**config.mk**
```make
export PLATFORM = sky130hd
export DESIGN_NAME = prefix_filter_next_char_set_core
export DESIGN_NICKNAME = d
export VERILOG_FILES = /design/src/hdl/pfn_pkg.sv /design/src/hdl/pfn_ctrl.sv /design/src/hdl/pfn_dpath.sv /design/src/hdl/prefix_filter_next_char_set_core.sv
export SDC_FILE = /design/constraint.sdc
export NUM_CORES = 2
export LEC_CHECK = 0
export BUFFER_PORTS_ARGS = -buffer_cell sky130_fd_sc_hd__buf_2
export CAP_MARGIN = 25
export CORE_UTILIZATION = 45
export CTS_BUF_LIST = sky130_fd_sc_hd__clkbuf_8
export CTS_CLUSTER_SIZE = 24
export DETAILED_ROUTE_END_ITERATION = 8
export GPL_ROUTABILITY_DRIVEN = 1
export GPL_TIMING_DRIVEN = 1
export SETUP_SLACK_MARGIN = 0.02
export SLEW_MARGIN = 20
export SYNTH_ARGS = -nofsm -noshare
export SYNTH_HDL_FRONTEND = slang
export SYNTH_SLANG_ARGS = --single-unit
```
**constraint.sdc**
```tcl
create_clock -name i_clk -period 4.6 [get_ports i_clk]
set_input_delay 0.92 -clock i_clk [delete_from_list [all_inputs] [get_ports i_clk]]
set_output_delay 0.92 -clock i_clk [all_outputs]
set_load 0.05 [all_outputs]
```
**src/hdl/pfn_pkg.sv**
```systemverilog
package pfn_pkg;

    // default sizes
    localparam int MAX_PREFIX_DEF = 16;
    localparam int MAX_LINE_DEF   = 128;

    localparam logic [7:0] NEWLINE_BYTE = 8'h0A;

    // input opcodes
    localparam logic OP_LINE_BYTE = 1'b0;
    localparam logic OP_REPORT    = 1'b1;

    // report verdicts
    localparam logic [1:0] VERDICT_NONE   = 2'd0;
    localparam logic [1:0] VERDICT_SINGLE = 2'd1;
    localparam logic [1:0] VERDICT_SET    = 2'd2;

    // configuration register indexes
    localparam logic [1:0] CFG_PREFIX_LOW  = 2'd0;
    localparam logic [1:0] CFG_PREFIX_HIGH = 2'd1;
    localparam logic [1:0] CFG_PREFIX_LEN  = 2'd2;

    // controller to datapath
    typedef struct packed {
        logic byte_take;    // line byte transfer taken
        logic rd_start;     // report read taken, load scan start from pointer
        logic restart_zero; // first search wrapped, search again from zero
        logic next_start;   // keep found byte, search for its successor
        logic next_latch;   // keep successor search result
        logic scan_step;    // move scan to the next set word
        logic emit;         // load output register, advance pointer
    } t_cmd;

    // datapath to controller
    typedef struct packed {
        logic [1:0] mode;
        logic       scan_hit;
        logic       scan_miss;
        logic       out_free;
    } t_stat;

    function automatic logic [7:0] fold_lower(input logic [7:0] c);
        fold_lower = (c >= 8'h41 && c <= 8'h5A) ? c + 8'h20 : c;
    endfunction

    function automatic logic [7:0] fold_upper(input logic [7:0] c);
        fold_upper = (c >= 8'h61 && c <= 8'h7A) ? c - 8'h20 : c;
    endfunction

endpackage

```
**src/hdl/pfn_ctrl.sv**
```systemverilog
module pfn_ctrl import pfn_pkg::*; (
    input  logic  i_clk,
    input  logic  i_rst_n,
    input  logic  i_in_valid,
    input  logic  i_opcode,
    output logic  o_in_ready,
    input  t_stat i_stat,
    output t_cmd  o_cmd
);

    typedef enum logic [3:0] {
        ST_IDLE = 4'b0001,
        ST_FIND = 4'b0010,
        ST_NEXT = 4'b0100,
        ST_EMIT = 4'b1000
    } t_state;

    t_state r_state;
    t_state n_state;
    logic   accept;

    assign o_in_ready = (r_state == ST_IDLE);
    assign accept     = i_in_valid && o_in_ready;

    always_comb begin
        o_cmd   = '0;
        n_state = r_state;
        case (r_state)
            ST_IDLE: begin
                if (accept) begin
                    if (i_opcode == OP_LINE_BYTE) begin
                        o_cmd.byte_take = 1'b1;
                    end else begin
                        o_cmd.rd_start = 1'b1;
                        n_state = (i_stat.mode == VERDICT_SET) ? ST_FIND : ST_EMIT;
                    end
                end
            end
            ST_FIND: begin
                if (i_stat.scan_hit) begin
                    o_cmd.next_start = 1'b1;
                    n_state = ST_NEXT;
                end else if (i_stat.scan_miss) begin
                    o_cmd.restart_zero = 1'b1;
                end else begin
                    o_cmd.scan_step = 1'b1;
                end
            end
            ST_NEXT: begin
                if (i_stat.scan_hit || i_stat.scan_miss) begin
                    o_cmd.next_latch = 1'b1;
                    n_state = ST_EMIT;
                end else begin
                    o_cmd.scan_step = 1'b1;
                end
            end
            ST_EMIT: begin
                if (i_stat.out_free) begin
                    o_cmd.emit = 1'b1;
                    n_state = ST_IDLE;
                end
            end
            default: begin
                n_state = ST_IDLE;
            end
        endcase
    end

    always_ff @(posedge i_clk) begin
        if (!i_rst_n) begin
            r_state <= ST_IDLE;
        end else begin
            r_state <= n_state;
        end
    end

endmodule

```
**src/hdl/pfn_dpath.sv**
```systemverilog
module pfn_dpath import pfn_pkg::*; #(
    parameter int MAX_PREFIX = MAX_PREFIX_DEF,
    parameter int MAX_LINE   = MAX_LINE_DEF
) (
    input  logic        i_clk,
    input  logic        i_rst_n,
    input  logic        i_cfg_we,
    input  logic [1:0]  i_cfg_index,
    input  logic [63:0] i_cfg_data,
    input  logic [7:0]  i_char,
    input  logic        i_line_end,
    input  t_cmd        i_cmd,
    output t_stat       o_stat,
    output logic        o_out_valid,
    input  logic        i_out_ready,
    output logic [1:0]  o_verdict,
    output logic [7:0]  o_char,
    output logic        o_last
);

    localparam int         ADDR_W     = $clog2(MAX_LINE);
    localparam logic [8:0] STORE_CAP  = 9'((MAX_LINE < 255) ? MAX_LINE : 255);
    localparam logic [4:0] PREFIX_MAX = 5'(MAX_PREFIX);

    // configuration
    logic [63:0] r_prefix_low;
    logic [63:0] r_prefix_high;
    logic [4:0]  r_prefix_len;

    // line state
    logic [7:0]  r_pos;
    logic        r_match;
    logic        r_ended;
    logic [1:0]  r_count;
    logic [63:0] r_set [4];
    logic        r_set_any;
    logic [7:0]  r_flen;
    logic        r_capturing;
    logic [7:0]  r_ptr;

    // first line store
    logic [7:0]  r_store [MAX_LINE];
    logic [7:0]  r_rdata;

    // scan unit
    logic [2:0]  r_scan_word;
    logic [5:0]  r_scan_lo;
    logic [7:0]  r_found;
    logic [7:0]  r_nxt;
    logic        r_nxt_hit;

    logic [4:0]   plen;
    logic [127:0] prefix_all;
    logic [7:0]   prefix_byte;
    logic [7:0]   byte_c;
    logic         is_nl;
    logic         take;
    logic         lt_plen;
    logic         eq_plen;
    logic         n_match;
    logic [7:0]   n_pos;
    logic         set_ins;
    logic         store_we;
    logic         line_hit;
    logic [8:0]   len_ext;

    logic [63:0]  scan_bits;
    logic [63:0]  masked;
    logic [5:0]   low_idx;
    logic         scan_hit;
    logic [7:0]   hit_pos;
    logic [8:0]   succ_start;

    logic [1:0]   mode;
    logic [8:0]   ptr_inc;
    logic         single_last;
    logic [1:0]   n_verdict;
    logic [7:0]   n_char;
    logic         n_last;
    logic [7:0]   n_ptr;

    // ---- line byte path ----
    assign plen        = (r_prefix_len > PREFIX_MAX) ? PREFIX_MAX : r_prefix_len;
    assign prefix_all  = {r_prefix_high, r_prefix_low};
    assign prefix_byte = fold_lower(prefix_all[{r_pos[3:0], 3'b000} +: 8]);
    assign byte_c      = fold_lower(i_char);
    assign is_nl       = (i_char == NEWLINE_BYTE);
    assign take        = i_cmd.byte_take && !r_ended && !is_nl;
    assign lt_plen     = ({1'b0, r_pos} < {4'b0000, plen});
    assign eq_plen     = ({1'b0, r_pos} == {4'b0000, plen});
    assign n_match     = r_match && !(take && lt_plen && (byte_c != prefix_byte));
    assign set_ins     = take && eq_plen && r_match;
    assign store_we    = take && r_capturing && ({1'b0, r_pos} < STORE_CAP);
    assign n_pos       = (take && r_pos != 8'hFF) ? r_pos + 8'd1 : r_pos;
    assign len_ext     = {1'b0, n_pos};
    assign line_hit    = i_line_end && n_match && (len_ext >= {4'b0000, plen});

    // ---- set scan, one 64-bit word per cycle ----
    assign scan_bits = r_set[r_scan_word[1:0]];
    assign masked    = scan_bits & ({64{1'b1}} << r_scan_lo);

    always_comb begin
        low_idx = '0;
        for (int i = 63; i >= 0; i--) begin
            if (masked[i]) begin
                low_idx = 6'(i);
            end
        end
    end

    assign scan_hit   = (|masked) && !r_scan_word[2];
    assign hit_pos    = {r_scan_word[1:0], low_idx};
    assign succ_start = {1'b0, hit_pos} + 9'd1;

    // ---- report selection ----
    always_comb begin
        if (r_count == 2'd1) begin
            mode = VERDICT_SINGLE;
        end else if (r_count == 2'd2 && r_set_any) begin
            mode = VERDICT_SET;
        end else begin
            mode = VERDICT_NONE;
        end
    end

    assign ptr_inc     = {1'b0, r_ptr} + 9'd1;
    assign single_last = (r_flen == 8'd0) || (ptr_inc >= {1'b0, r_flen});

    always_comb begin
        case (mode)
            VERDICT_SINGLE: begin
                n_verdict = VERDICT_SINGLE;
                n_char    = (r_flen == 8'd0) ? 8'd0 : fold_upper(r_rdata);
                n_last    = single_last;
                n_ptr     = single_last ? 8'd0 : ptr_inc[7:0];
            end
            VERDICT_SET: begin
                n_verdict = VERDICT_SET;
                n_char    = fold_upper(r_found);
                n_last    = !r_nxt_hit;
                n_ptr     = r_nxt_hit ? r_nxt : 8'd0;
            end
            default: begin
                n_verdict = VERDICT_NONE;
                n_char    = 8'd0;
                n_last    = 1'b1;
                n_ptr     = 8'd0;
            end
        endcase
    end

    assign o_stat.mode      = mode;
    assign o_stat.scan_hit  = scan_hit;
    assign o_stat.scan_miss = !scan_hit && (r_scan_word[2] || r_scan_word[1:0] == 2'd3);
    assign o_stat.out_free  = !o_out_valid || i_out_ready;

    // ---- control state ----
    always_ff @(posedge i_clk) begin
        if (!i_rst_n) begin
            r_prefix_low  <= '0;
            r_prefix_high <= '0;
            r_prefix_len  <= '0;
            r_pos         <= '0;
            r_match       <= 1'b1;
            r_ended       <= 1'b0;
            r_count       <= '0;
            for (int w = 0; w < 4; w++) begin
                r_set[w] <= '0;
            end
            r_set_any     <= 1'b0;
            r_flen        <= '0;
            r_capturing   <= 1'b1;
            r_ptr         <= '0;
            r_scan_word   <= '0;
            r_scan_lo     <= '0;
            r_nxt_hit     <= 1'b0;
            o_out_valid   <= 1'b0;
        end else begin
            if (i_cfg_we) begin
                case (i_cfg_index)
                    CFG_PREFIX_LOW:  r_prefix_low  <= i_cfg_data;
                    CFG_PREFIX_HIGH: r_prefix_high <= i_cfg_data;
                    CFG_PREFIX_LEN:  r_prefix_len  <= i_cfg_data[4:0];
                    default: ;
                endcase
            end

            if (i_cmd.byte_take) begin
                r_ptr <= '0;
                if (set_ins) begin
                    r_set[byte_c[7:6]][byte_c[5:0]] <= 1'b1;
                    r_set_any <= 1'b1;
                end
                if (i_line_end) begin
                    r_pos   <= '0;
                    r_match <= 1'b1;
                    r_ended <= 1'b0;
                    if (line_hit) begin
                        if (r_count == 2'd0 && r_capturing) begin
                            r_flen      <= (len_ext < STORE_CAP) ? n_pos : STORE_CAP[7:0];
                            r_capturing <= 1'b0;
                        end
                        if (r_count != 2'd2) begin
                            r_count <= r_count + 2'd1;
                        end
                    end
                end else begin
                    r_pos   <= n_pos;
                    r_match <= n_match;
                    r_ended <= r_ended | is_nl;
                end
            end

            // scan sequencing
            if (i_cmd.rd_start) begin
                r_scan_word <= {1'b0, r_ptr[7:6]};
                r_scan_lo   <= r_ptr[5:0];
            end else if (i_cmd.restart_zero) begin
                r_scan_word <= '0;
                r_scan_lo   <= '0;
            end else if (i_cmd.next_start) begin
                {r_scan_word, r_scan_lo} <= succ_start;
            end else if (i_cmd.next_latch) begin
                r_nxt_hit <= scan_hit;
            end else if (i_cmd.scan_step) begin
                r_scan_word <= r_scan_word + 3'd1;
                r_scan_lo   <= '0;
            end

            if (i_cmd.emit) begin
                r_ptr       <= n_ptr;
                o_out_valid <= 1'b1;
            end else if (i_out_ready) begin
                o_out_valid <= 1'b0;
            end
        end
    end

    // ---- payload registers ----
    always_ff @(posedge i_clk) begin
        if (i_cmd.next_start) begin
            r_found <= hit_pos;
        end
        if (i_cmd.next_latch) begin
            r_nxt <= hit_pos;
        end
        if (i_cmd.emit) begin
            o_verdict <= n_verdict;
            o_char    <= n_char;
            o_last    <= n_last;
        end
    end

    // store: one write, one registered read per cycle
    always_ff @(posedge i_clk) begin
        if (store_we) begin
            r_store[r_pos[ADDR_W-1:0]] <= byte_c;
        end
        r_rdata <= r_store[r_ptr[ADDR_W-1:0]];
    end

endmodule

```
**src/hdl/prefix_filter_next_char_set_core.sv**
```systemverilog
// channel     | direction | tdata             | tuser          | tlast
// ------------+-----------+-------------------+----------------+-----------
// s_axis      | in        | [7:0] char_byte   | [0] opcode     | line_end
// m_axis      | out       | [7:0] char_out    | [1:0] verdict  | last_item
// cfg write   | in        | i_cfg_data[63:0], index i_cfg_index[1:0], strobe i_cfg_we
//
// a line byte transfer leaves the block idle; the next item is taken in the following cycle
// a single-match or not-found report read goes from idle to the emit step (the store read is registered)
// a next-character report read walks the find, next and emit steps; find and next run the character set
//   scan, which examines one 64-bit word of the 256-bit set per cycle
// reset is synchronous, active low; the line store needs no clearing pass
// input is taken while a result waits in the output register; a report read
//   holds in its last step until the output register is free
module prefix_filter_next_char_set_core import pfn_pkg::*; #(
    parameter int MAX_PREFIX = MAX_PREFIX_DEF,
    parameter int MAX_LINE   = MAX_LINE_DEF
) (
    input  logic        i_clk,
    input  logic        i_rst_n,

    // configuration writes
    input  logic        i_cfg_we,
    input  logic [1:0]  i_cfg_index,
    input  logic [63:0] i_cfg_data,

    // input stream
    input  logic        s_axis_tvalid,
    output logic        s_axis_tready,
    input  logic [7:0]  s_axis_tdata,   // [7:0] char_byte
    input  logic [0:0]  s_axis_tuser,   // [0] opcode
    input  logic        s_axis_tlast,   // line_end

    // result stream
    output logic        m_axis_tvalid,
    input  logic        m_axis_tready,
    output logic [7:0]  m_axis_tdata,   // [7:0] char_out
    output logic [1:0]  m_axis_tuser,   // [1:0] verdict
    output logic        m_axis_tlast    // last_item
);

    // command and status between sequencer and datapath
    t_cmd  cmd;
    t_stat stat;

    // sequencer: line bytes taken straight from idle, next-character report reads walk through set scan
    pfn_ctrl u_ctrl (
        .i_clk      (i_clk),
        .i_rst_n    (i_rst_n),
        .i_in_valid (s_axis_tvalid),
        .i_opcode   (s_axis_tuser[0]),
        .o_in_ready (s_axis_tready),
        .i_stat     (stat),
        .o_cmd      (cmd)
    );

    // datapath: prefix compare, next-character set, first line store, output register
    pfn_dpath #(
        .MAX_PREFIX (MAX_PREFIX),
        .MAX_LINE   (MAX_LINE)
    ) u_dpath (
        .i_clk       (i_clk),
        .i_rst_n     (i_rst_n),
        .i_cfg_we    (i_cfg_we),
        .i_cfg_index (i_cfg_index),
        .i_cfg_data  (i_cfg_data),
        .i_char      (s_axis_tdata),
        .i_line_end  (s_axis_tlast),
        .i_cmd       (cmd),
        .o_stat      (stat),
        .o_out_valid (m_axis_tvalid),
        .i_out_ready (m_axis_tready),
        .o_verdict   (m_axis_tuser),
        .o_char      (m_axis_tdata),
        .o_last      (m_axis_tlast)
    );

endmodule

```
---- Word level (Yosys, flattened, before mapping) ----
Memory sizes are Yosys's and may differ from the RTL's. A register that Yosys moved wholly into a read port is not among the register bits.
Cells that the tools add are included.
operators by class
  add/sub/neg operators ................... 9
  magnitude comparators ................... 16
  equal/unequal tests ..................... 23
  shift operators ......................... 2
  multiplexer cells ....................... 134
  bitwise operators ....................... 6
  reduce and logical (&&, ||, !) cells .... 53
operator list
  kind                                                                              count
  6-bit 2-to-1 mux                                                                  69
  64-bit 2-to-1 mux                                                                 3
  64-bit OR reduction                                                               2
  128-bit by 8-bit indexed part select with 8-bit output                            1
  8-bit 2-to-1 mux                                                                  12
  64-bit bitwise AND                                                                1
  64-bit by 6-bit left shift with 64-bit output, first input constant               1
  8-bit by 7-bit >= comparator with 1-bit output, second input constant             4
  8-bit by 7-bit less-or-equal comparator with 1-bit output, second input constant  4
  8-bit one-hot mux with 2 select lines                                             2
  4-bit 2-to-1 mux                                                                  6
  1-bit 2-to-1 mux                                                                  23
  1-bit logical AND                                                                 22
  2-bit 2-to-1 mux                                                                  10
  8-bit by 1-bit adder with 9-bit output, second input constant                     2
  8-bit by 6-bit adder with 8-bit output, second input constant                     2
  8-bit less-than comparator, second input constant                                 2
  4-bit one-hot mux with 4 select lines                                             1
  8-bit by 6-bit subtractor with 8-bit output, second input constant                2
  2-bit AND reduction                                                               6
  4-bit AND reduction                                                               3
  9-bit by 8-bit >= comparator with 1-bit output                                    1
  3-bit 2-to-1 mux                                                                  3
  8-bit by 1-bit adder with 8-bit output, second input constant                     1
  other kinds (34)                                                                  60
word-level totals
  bits in registers ....................... 205
  bits in writable memories ............... 1280
  input bits .............................. 81
  output and inout bits ................... 13
  word-level logic and storage cells ...... 267
  memories ................................ 2
memories
  name             depth  width  rd ports  clocked after Yosys merged registers in  wr ports  RTL line         text
  u_dpath.r_store  128    8      1         1                                        1         pfn_dpath.sv:42  logic [7:0] r_store [MAX_LINE];
  u_dpath.r_set    4      64     1         1                                        4         pfn_dpath.sv:35  logic [63:0] r_set [4];

---- Longest topological paths before layout ----
  word-level depth ........................ 72
  gate-level depth with buffers ........... 18
  depth with buffers taken out ............ 14

---- Cells and area by module ----
From an unflattened synthesis, not the netlist that was laid out.
second synthesis, totals
  cell total of the unflattened synthesis .. 4196
  area, all modules ....................... 63781.2 µm²
modules (own cells, without submodules)
  module     times used  cells each  area an instance (µm²)  sequential area each (µm²)
  pfn_dpath  1           4145        63365.8                 42931.2
  pfn_ctrl   1           51          415.4                   80.1

---- Worst setup path before layout ----
Ideal clock, no wire load.
  kind .................................... input to register
  start point ............................. input port s_axis_tdata[1]
  end point ............................... register u_dpath.r_flen[6]
  setup time .............................. 0.072 ns
  arrival time ............................ 4.673 ns
  data required time ...................... 4.528 ns
  setup slack ............................. -0.145 ns
  cell stages on the path ................. 14
  path buffers ............................ 2
  cells stage by stage .................... clkbuf_1 a21oi_1 o211ai_1 a21oi_1 a21oi_1 inv_1 xnor2_1 xnor2_1 nor4_1 a311oi_1 o31ai_2 and4_1 buf_4 mux2i_1
on the way
  longest elaborated chain between the ends .. 10
  elaborated cells between the ends (all ways) .. 21
  those cells by class .................... add/sub: 1; order compare: 4; eq/ne: 2; mux: 3; reduce/logical: 11
ends and longest elaborated chain
  element                                                                                                                      RTL line                                text
  from (decl)                                                                                                                  prefix_filter_next_char_set_core.sv:29  input logic [7:0] s_axis_tdata,
  8-bit by 7-bit >= comparator with 1-bit output or 8-bit by 7-bit less-or-equal comparator with 1-bit output (tied branches)  pfn_pkg.sv:43                           fold_lower = (c >= 8'h41 && c <= 8'h5A) ? c + 8'h20 : c;
  1-bit logical AND                                                                                                            pfn_pkg.sv:43
  8-bit 2-to-1 mux (*)                                                                                                         pfn_pkg.sv:43
  named net u_dpath.byte_c[7]                                                                                                  pfn_dpath.sv:55                         logic [7:0] byte_c;
  8-bit != test (*)                                                                                                            pfn_dpath.sv:91                         assign n_match = r_match && !(take && lt_plen && (byte_c != prefix_byte));
  1-bit logical AND (*)                                                                                                        pfn_dpath.sv:91
  1-bit zero test (*)                                                                                                          pfn_dpath.sv:91
  1-bit logical AND (*)                                                                                                        pfn_dpath.sv:91
  1-bit logical AND (*) (2 in series)                                                                                          pfn_dpath.sv:96                         assign line_hit = i_line_end && n_match && (len_ext >= {4'b0000, plen});
  4-bit AND reduction (no line) (*)                                                                                            n/a
  to (signal assigned)                                                                                                         pfn_dpath.sv:200                        r_flen <= (len_ext < STORE_CAP) ? n_pos : STORE_CAP[7:0];
  to (decl)                                                                                                                    pfn_dpath.sv:37                         logic [7:0] r_flen;
Mark *: on every way through the listed nets, which the timed path passes. The rest lies on a longest branch.
A chain may end at the register's enable or synchronous reset.

==> results.toml <==
[run_status]
run_status = "finished, final reports clean"

[finish]
synthToLayoutAreaGrowth_pct = 13.7
post_route_cells_drive_above_1_share_pct = 24.1
seq_area_um2 = 43000
multi_input_area_um2 = 19200
fin_nets = 4612
fillCellCount = 11800
final_cells = 6580

[clock_tree]
root_buffer = "clkbuf_8"
htreeDepth = 4
clk_pin_slew_ns = 0.06
clock_sinks = 1495
ctsResizeCount = 0
worst_skew_pair.late_latency_ns = 0.99
cts_made_buffers = 237
postCtsSetupRepairBufs = 0
cts_tree = "yes"
cts_hold_buf = 0
clock_path_buffers = 3

[sta]
fin_setup_tns_ns = 0
worst_slew_pin_slew_ns = 1.22
hold_violations = 0
slew_violations = 0
fmax_mhz = 232
holdWs_ns = 0.165
period_share_pct = 93.6
skew_ns = 0.109
slew_headroom_pct = 17.8
finalCriticalPeriod_ns = 4.31
rsz0062_at_grt = "false"
setup_viol = 0

[grt]
track_usage_pct = 23.1
grt_pass1_vias = 37300
grt_pass1_wl_mm = 243
grt-ovfl-total = 0
antenna_found_initial = 7
grt_max_degree = 129

[synth]
avgSynthCellArea_um2 = 15.3
synthTopCellsByCount = "edfxtp_1 (1307), nor2_1 (575), mux4_2 (403)"
synth_area_um2 = 63600
netlist.area_leader.share_pct = 61.7
synth_flop_cell = "edfxtp_1"
yosysMostFrequentCell = "edfxtp_1"
synthXorXnorAreaFrac_pct = 0.344
seq_area_frac_synth_pct = 67.7
synth_top_family_by_area = "multiplexers"
synth_compound_area_share_pct = 5.77
async_flop_share_pct = 0
muxShareOfSynthArea_pct = 15.4
synth_area_leader_cell = "edfxtp_1"
ys_ff_latch = 1495
synth_edf_count = 1307
synth-simple-area-share_pct = 7.87
ys_warn_count = 0
ys_top_cells_by_area = "edfxtp_1 (62%), mux4_2 (14%), dfxtp_1 (5.9%)"
synthCells = 4157
synth_fa_ha_area_share_pct = 0.610
synth_cell_types = 94

[setup_path]
critPathLaunch = "u_dpath.r_scan_lo[1]"
crit_slowest_cell = "dfxtp_1"
cp_cell_sequence = "a21oi_1, nand2b_1, a221oi_1, o311ai_0, a21oi_1, o21ai_0, a21oi_1, o22ai_1, and3b_1, ha_1, and4_1, nor2_1, mux2i_1, a21oi_1"
worstSetupPathType = "flip-flop to flip-flop"
crit_path_start_kind = "flip-flop"
path_buf_inv = 0
crit_top_cell = "a21oi_1"
cp-end-kind = "flip-flop"
crit_family = "compound AO/OA/AOI/OAI gates"
timing.rr.start = "u_dpath.r_scan_lo[1]"
required_ns = 5.42
cp_max_fo = 20
crit_arrival_ns = 5.13
max_stage_delay_ns = 0.84

[power]
p_per_area_nw_per_um2 = 380
p_leak_nw = 23.4
ir_drop_uv = 286

[placement]
gp_congestion = 0.900
dpl.cell_count = 6136
place_hpwl_mm = 105
io_buffers = 93

[drt]
final_antenna_net_count = 0
via_per_inst = 5.71
via_count = 37600
drc_errors = 0
wl_per_cell_um = 24.8
drt-pass1-iter-count = 6
drt_iter0_drc = 3472
routed_wl_mm = 163

[die]
rows = 137
start_util_pct = 45.4
dieHeight_um = 378
floorplan.die_area_um2 = 143000
die_w_um = 378
core_um2 = 140000
io_pins = 94

[flow_run]
cap_violations = 0

[hold_path]
min_from = "i_cfg_data[60]"
hold_class = "primary input to flip-flop"
==> power by group <==
part	leakage [nW]	internal [W]	switching [W]	total, W
sequential	13.6	0.0149	0.0000963	0.0150
combinational	7.17	0.000438	0.000933	0.00137
clock	2.63	0.00564	0.00541	0.0110
total	23.4	0.0210	0.00643	0.0275
==> flip-flops by register name, indices dropped and copies added (netlist names), 2 cells and up, named ones only <==
register               count
u_dpath.r_nxt              8
u_ctrl.r_state             4
u_dpath.r_store         1024
u_dpath.r_prefix_len       5
u_dpath.r_set            256
u_dpath.r_ptr              8
u_dpath.r_found            8
u_dpath.r_prefix_high     64
u_dpath.r_scan_word        3
u_dpath.r_prefix_low      64
u_dpath.r_pos              8
u_dpath.r_flen             8
u_dpath.r_rdata            8
u_dpath.o_verdict          2
u_dpath.r_scan_lo          6
u_dpath.r_count            2
u_dpath.o_char             8
==> metrics by stage <==
| step | util, % | area [µm²] | total power (W) | worst slack (ns) |
|---|---|---|---|---|
| after CTS | 51.6 | 72200 | 0.0277 | 0.397 |
| after global placement | 48.3 | 67600 | 0.0167 | 0.182 |
| final | 51.7 | 72300 | 0.0275 | 0.294 |
| after detailed placement | 48.3 | 67600 | 0.0167 | 0.222 |
| after floorplan | - | 63700 | 0.0161 | 0.0584 |
| after global routing | 51.7 | 72300 | 0.0284 | 0.0440 |
==> layout make-up <==
| cell class | instances | area share (%) |
|---|---|---|
| clock buffer | 248 | 4.72 |
| timing repair buffer | 353 | 3.75 |
| sequential | 1495 | 59.6 |
| antenna | 3 | 0.0104 |
| multi-input combinational | 2349 | 26.6 |
| clock inverter | 192 | 1.74 |
| inverter | 64 | 0.352 |
| tap | 1876 | 3.25 |
==> per-layer routing <==
layer	track usage (%)	share of wire, %	up-vias
li1	-	-	16700
met1	32.0	42	19300
met2	36.1	48	1317
met3	5.30	7.2	256
met4	7.87	2.8	10
met5	0	0.038	-
==> cells in the final DEF (no fill, tap or decap), drive strengths merged, types with 10 or more instances in the layout <==
cell    Yosys  layout
mux4      408     408
nor2b      28      28
a22oi      19      19
a21o       12      12
a221oi     13      13
mux2i      39      39
clkbuf    205     248
and3       14      14
nand4      15      15
nand2     392     392
nor2      576     576
a21oi     207     207
xnor2      16      16
nand3b     10      10
conb        1      27
mux2       18      18
a31oi      11      11
edfxtp   1307    1307
o211ai     12      12
ha         31      31
buf        69     353
bufinv      0      10
dfxtp     188     188
inv        60     135
clkinv      4     107
o21ai     243     243
o21a       15      15
nor3       16      16
nor4       14      14
nand3      64      64
==> logic make-up (layout without fill, tap and decap cells) <==
| group | count (synthesis) | count (layout) |
|---|---|---|
| other cells | 1 | 30 |
| mux | 465 | 465 |
| compound gates | 619 | 619 |
| buf+inv | 339 | 857 |
| simple gates | 1182 | 1182 |
| flops | 1495 | 1495 |
| xor+xnor | 25 | 25 |
| fa+ha+maj | 31 | 31 |
==> path summary, 6_finish.rpt <==
| kind | endpoint | slack [ns] | cells past startpoint |
|---|---|---|---|
| worst min register to register | u_dpath.r_prefix_low[29] | 0.45 | 2 |
| worst max register to register | flip-flop | 0.29 | 14 |
| worst min-delay path | u_dpath.r_prefix_low[60] | 0.16 | 3 |
| worst max-delay path | flip-flop | 0.29 | 14 |
==> tightest hold or removal path, delay by kind of cell <==
kind	cells	cell delay, ns
AO/OA/AOI/OAI	1	0.05
AND/OR/NAND/NOR	1	0.05
buffers and inverters	1	0.11
Note: power is estimated with default switching activity, not from simulation.
